## src/sv/lpht_pkg.sv

```systemverilog
package lpht_pkg;

    // request codes
    localparam logic [1:0] REQ_INSERT = 2'd0;
    localparam logic [1:0] REQ_LOOKUP = 2'd1;
    localparam logic [1:0] REQ_REMOVE = 2'd2;

    // result status codes
    localparam logic [1:0] STATUS_OK        = 2'd0;
    localparam logic [1:0] STATUS_NOT_FOUND = 2'd1;
    localparam logic [1:0] STATUS_DUP       = 2'd2;
    localparam logic [1:0] STATUS_FULL      = 2'd3;

    // controller -> datapath
    typedef struct packed {
        logic clr;        // clearing pass write
        logic load;       // latch request beat
        logic hash_step;  // fold one key byte into the hash
        logic mul1;       // hash * reciprocal
        logic mul2;       // quotient * table size
        logic modr;       // remainder correction, home slot
        logic rd_home;    // read the home slot
        logic probe;      // evaluate the slot just read
        logic wr_a;       // first write-back
        logic wr_b;       // second write-back (home slot)
        logic out_load;   // move result into the output register
    } cmd_t;

    // datapath -> controller
    typedef struct packed {
        logic clr_last;
        logic hash_done;
        logic probe_stop;
        logic out_free;
    } stat_t;

    // drop everything after the first zero byte
    function automatic logic [63:0] clip_key(input logic [63:0] k);
        logic [63:0] r;
        logic        live;
        r    = '0;
        live = 1'b1;
        for (int b = 0; b < 8; b++) begin
            if (k[63 - 8*b -: 8] == 8'h00)
                live = 1'b0;
            if (live)
                r[63 - 8*b -: 8] = k[63 - 8*b -: 8];
        end
        return r;
    endfunction

    function automatic logic [63:0] fold_key(input logic [63:0] k);
        logic [63:0] r;
        logic [7:0]  c;
        r = '0;
        for (int b = 0; b < 8; b++) begin
            c = k[8*b +: 8];
            if (c inside {[8'h41:8'h5A]})
                c = c + 8'd32;
            r[8*b +: 8] = c;
        end
        return r;
    endfunction

    function automatic logic keys_equal(input logic [63:0] a, input logic [63:0] b,
                                        input logic ci);
        logic eq;
        if (ci)
            eq = (fold_key(a) == fold_key(b));
        else
            eq = (a == b);
        return eq;
    endfunction

endpackage

```

## src/sv/lpht_ctrl.sv

```systemverilog
module lpht_ctrl (
    input  logic            clk,
    input  logic            rst_n,
    input  logic            in_valid,
    output logic            in_ready,
    input  lpht_pkg::stat_t stat,
    output lpht_pkg::cmd_t  cmd
);
    import lpht_pkg::*;

    localparam logic [3:0] ST_CLEAR = 4'd0;
    localparam logic [3:0] ST_IDLE  = 4'd1;
    localparam logic [3:0] ST_HASH  = 4'd2;
    localparam logic [3:0] ST_MUL1  = 4'd3;
    localparam logic [3:0] ST_MUL2  = 4'd4;
    localparam logic [3:0] ST_MOD   = 4'd5;
    localparam logic [3:0] ST_RDH   = 4'd6;
    localparam logic [3:0] ST_PROBE = 4'd7;
    localparam logic [3:0] ST_WRA   = 4'd8;
    localparam logic [3:0] ST_WRB   = 4'd9;
    localparam logic [3:0] ST_FIN   = 4'd10;

    logic [3:0] state_reg;
    logic [3:0] state_next;

    always_ff @(posedge clk or negedge rst_n)
    begin
        if (!rst_n)
            state_reg <= ST_CLEAR;
        else
            state_reg <= state_next;
    end

    assign in_ready = (state_reg == ST_IDLE);

    always_comb
    begin
        state_next = state_reg;
        cmd        = '0;
        case (state_reg)
            ST_CLEAR:
            begin
                cmd.clr = 1'b1;
                if (stat.clr_last)
                    state_next = ST_IDLE;
            end
            ST_IDLE:
            begin
                if (in_valid)
                begin
                    cmd.load   = 1'b1;
                    state_next = ST_HASH;
                end
            end
            ST_HASH:
            begin
                if (stat.hash_done)
                    state_next = ST_MUL1;
                else
                    cmd.hash_step = 1'b1;
            end
            ST_MUL1:
            begin
                cmd.mul1   = 1'b1;
                state_next = ST_MUL2;
            end
            ST_MUL2:
            begin
                cmd.mul2   = 1'b1;
                state_next = ST_MOD;
            end
            ST_MOD:
            begin
                cmd.modr   = 1'b1;
                state_next = ST_RDH;
            end
            ST_RDH:
            begin
                cmd.rd_home = 1'b1;
                state_next  = ST_PROBE;
            end
            ST_PROBE:
            begin
                cmd.probe = 1'b1;
                if (stat.probe_stop)
                    state_next = ST_WRA;
            end
            ST_WRA:
            begin
                cmd.wr_a   = 1'b1;
                state_next = ST_WRB;
            end
            ST_WRB:
            begin
                cmd.wr_b   = 1'b1;
                state_next = ST_FIN;
            end
            ST_FIN:
            begin
                if (stat.out_free)
                begin
                    cmd.out_load = 1'b1;
                    state_next   = ST_IDLE;
                end
            end
            default:
            begin
                state_next = ST_IDLE;
            end
        endcase
    end

endmodule

```

## config.mk

```make
export PLATFORM = sky130hd
export DESIGN_NAME = lpht_ctrl
export DESIGN_NICKNAME = d
export VERILOG_FILES = /design/src/sv/lpht_pkg.sv /design/src/sv/lpht_ctrl.sv
export SDC_FILE = /design/constraint.sdc
export NUM_CORES = 1
export LEC_CHECK = 0
export BUFFER_PORTS_ARGS = -buffer_cell sky130_fd_sc_hd__buf_2
export CELL_PAD_IN_SITES_DETAIL_PLACEMENT = 1
export CELL_PAD_IN_SITES_GLOBAL_PLACEMENT = 1
export CORE_MARGIN = 2
export CORE_UTILIZATION = 25
export CTS_CLUSTER_DIAMETER = 60
export DETAILED_ROUTE_END_ITERATION = 8
export GPL_TIMING_DRIVEN = 0
export HOLD_SLACK_MARGIN = 0.06
export PLACE_DENSITY = 0.73
export SYNTH_ARGS = -nofsm -noshare
export SYNTH_HDL_FRONTEND = slang
export SYNTH_SLANG_ARGS = --single-unit
```

## constraint.sdc

```tcl
create_clock -name clk -period 2.3 [get_ports clk]
set_input_delay 0.23 -clock clk [delete_from_list [all_inputs] [get_ports clk]]
set_output_delay 0.23 -clock clk [all_outputs]
set_load 0.005 [all_outputs]
```

==> results.ini <==
[setup_path]
worstSetupPathType=reg2out
worst_path_largest_cell_delay_ps=420
worstPathCellList=buf_2, nand2b_1, nor3_1, buf_2
critPathCaptureType=output port
crit_arrival_ps=1390
reg2regPathDepth=4
cp.depth=4
timing.rr.end=state_reg[0]
crit_buf_inv=2
cp_common_cell=buf_2
cp-start-kind=register
cpLargestDelayFamily=flip-flops
cp.required_ps=2070
r2r_slack_ps=950
worstReg2RegStart=state_reg[2]
crit_path_max_fanout=10
cp_slowest_cell=dfrtp_1

[yosys]
netlist_area_um2=367
synth_cell_type_count=24
synth.area.top_cells=dfrtp_1 27%, nand2b_1 8.5%, nor2_1 7.2%
synth_edf_count=0
netlist.area_leader.share_pct=27.3
ys_async_sr_fraction_pct=100
ys.flop_type=dfrtp_1
ys_ff_latch=4
synth_top_area_cell=dfrtp_1
yosys_warnings=0
synthMostInstantiatedCell=nor2_1
synth_cells=46
synth_common_cells=7 x nor2_1, 5 x nand2b_1, 4 x dfrtp_1, 4 x nor3_1, 3 x buf_2
syn_nets=53
ys_seq_area_share_pct=27.3
avgSynthCellArea_um2=7.97

[clocking]
root_buffer=clkbuf_4
postCtsSetupBuffers=0
cts.sinks=4
post_cts_resized=0
path_clk_slew_ps=40
cts_buffers=3
clockBufferDepth=2
clk_latency_ps=230
holdBufCountCts=1
cts_tree=built
htree_levels=1

[finish]
final_core_util_pct=38.1
final_nets=77
multi_input_area_um2=236
register_area_um2=100
diodes=0
design_area_um2=508
areaGrowthSynthToFinish_pct=38.6
drive_gt1_share_pct=41.2
num-fill-cells=180
largest_reg_flops=4

[timing]
min_period_over_period_pct=70.5
grt_setup_unrepaired=false
finalCriticalPeriod_ps=1620
maxSlewViolCount=0
finClkSkew_ps=4.52
hold_viol_final=0
final.setup.tns_ps=0
tightestPinTransition_ps=243
fmax_mhz=617
setup_viol=0
slew_headroom_pct=83.6
setup_slack_ps=679

[die]
rows=13
die_area_mm2=0.00179
io_pins=19
dieHeight_um=42.3
core_mm2=0.00133
initial_core_util_pct=27.5
die_x_um=42.3

[place]
post-dp-hpwl_um=835
portBuffers=18
place_congestion=0.672
placed_cell_area_um2=475
place_ws_ps=910

[global_routing]
grt-ovfl-total=0
grtUsageTotal_pct=12.5
grt_max_degree=11
grt_antenna_before_repair=0
grt_pass1_wl_um=1730
grt_pass1_vias=399

[power_and_ir_drop]
power_leakage_nw=0.250
peakVddDrop_uv=430
pwr-share-comb_pct=65.5
pwr-share-seq_pct=21.1
p_int_mw=0.347
clkPwrFrac_pct=13.3
switching_share_pct=45.7
power_density_mw_per_mm2=1260
p_sw_mw=0.292

[routing]
firstDrtPassIters=4
vias=422
viasPerCell=5.08
drc=0
wl_per_cell_um=12.1
drt-initial-drc-count=7
wirelength_um=1010
postRouteAntennaNets=0

[worst_hold_path]
hp-class=in2async

[status]
status=complete, no violations

[run]
drv_cap=0

-- final cells by class --
| cell class | instances | share of cell area (%) |
|---|---|---|
| sequential | 4 | 19.7 |
| inverter | 1 | 0.739 |
| tap | 15 | 3.69 |
| timing repair buffer | 19 | 19.7 |
| clock buffer | 3 | 4.43 |
| buffer | 4 | 5.17 |
| multi-input combinational | 37 | 46.6 |
-- kinds of logic (layout without fill, tap and decap cells) --
group	count (synthesis)	in the layout	synth area share, %
compound gates	8	8	13.3
buf+inv	5	27	8.19
flops	4	4	27.3
mux	1	1	2.73
simple gates	28	28	48.5
-- power by group through the flow --
stage	clock network (mW)	registers [mW]	logic [mW]
after CTS	0.0901	0.134	0.429
after global placement	0	0.133	0.419
after detailed placement	0	0.135	0.425
after floorplan	0	0.127	0.303
final	0.0851	0.135	0.418
after global routing	0.0948	0.141	0.470
-- cells in the final DEF, fill, tap and decap left out, types with 2 or more instances in the layout --
cell type  synthesis  final
buf_2              3     21
clkbuf_4           0      3
dfrtp_1            4      4
nand2_1            2      2
nand2b_1           5      5
nor2_1             7      7
nor3_1             4      4
nor3_2             2      2
o21a_1             2      2
o21ai_0            2      2
-- routing by layer --
metal	up-vias	track usage (%)	wire length, um
li1	208	-	-
met1	200	14.0	405
met2	10	22.5	543
met3	4	2.59	40
met4	0	5.63	20
met5	-	0	0
-- stage by stage --
stage,power (mW),hold slack (ps),cells
floorplan,0.430,-65.6,46
global placement,0.552,37.4,79
detailed placement,0.560,38.3,79
CTS,0.653,320,83
global route,0.706,322,83
finish,0.638,319,83
-- worst max-delay path by stage --
stage | to | slack [ps] | start
after detailed placement | cmd[0] | 910 | state_reg[2]
after CTS | cmd[0] | 660 | state_reg[2]
final | cmd[0] | 680 | state_reg[2]
after global routing | cmd[9] | 550 | state_reg[0]
after global placement | cmd[0] | 910 | state_reg[2]
after floorplan | state_reg[0] | 1040 | state_reg[3]
No activity file was read; power rests on OpenSTA's default activity.
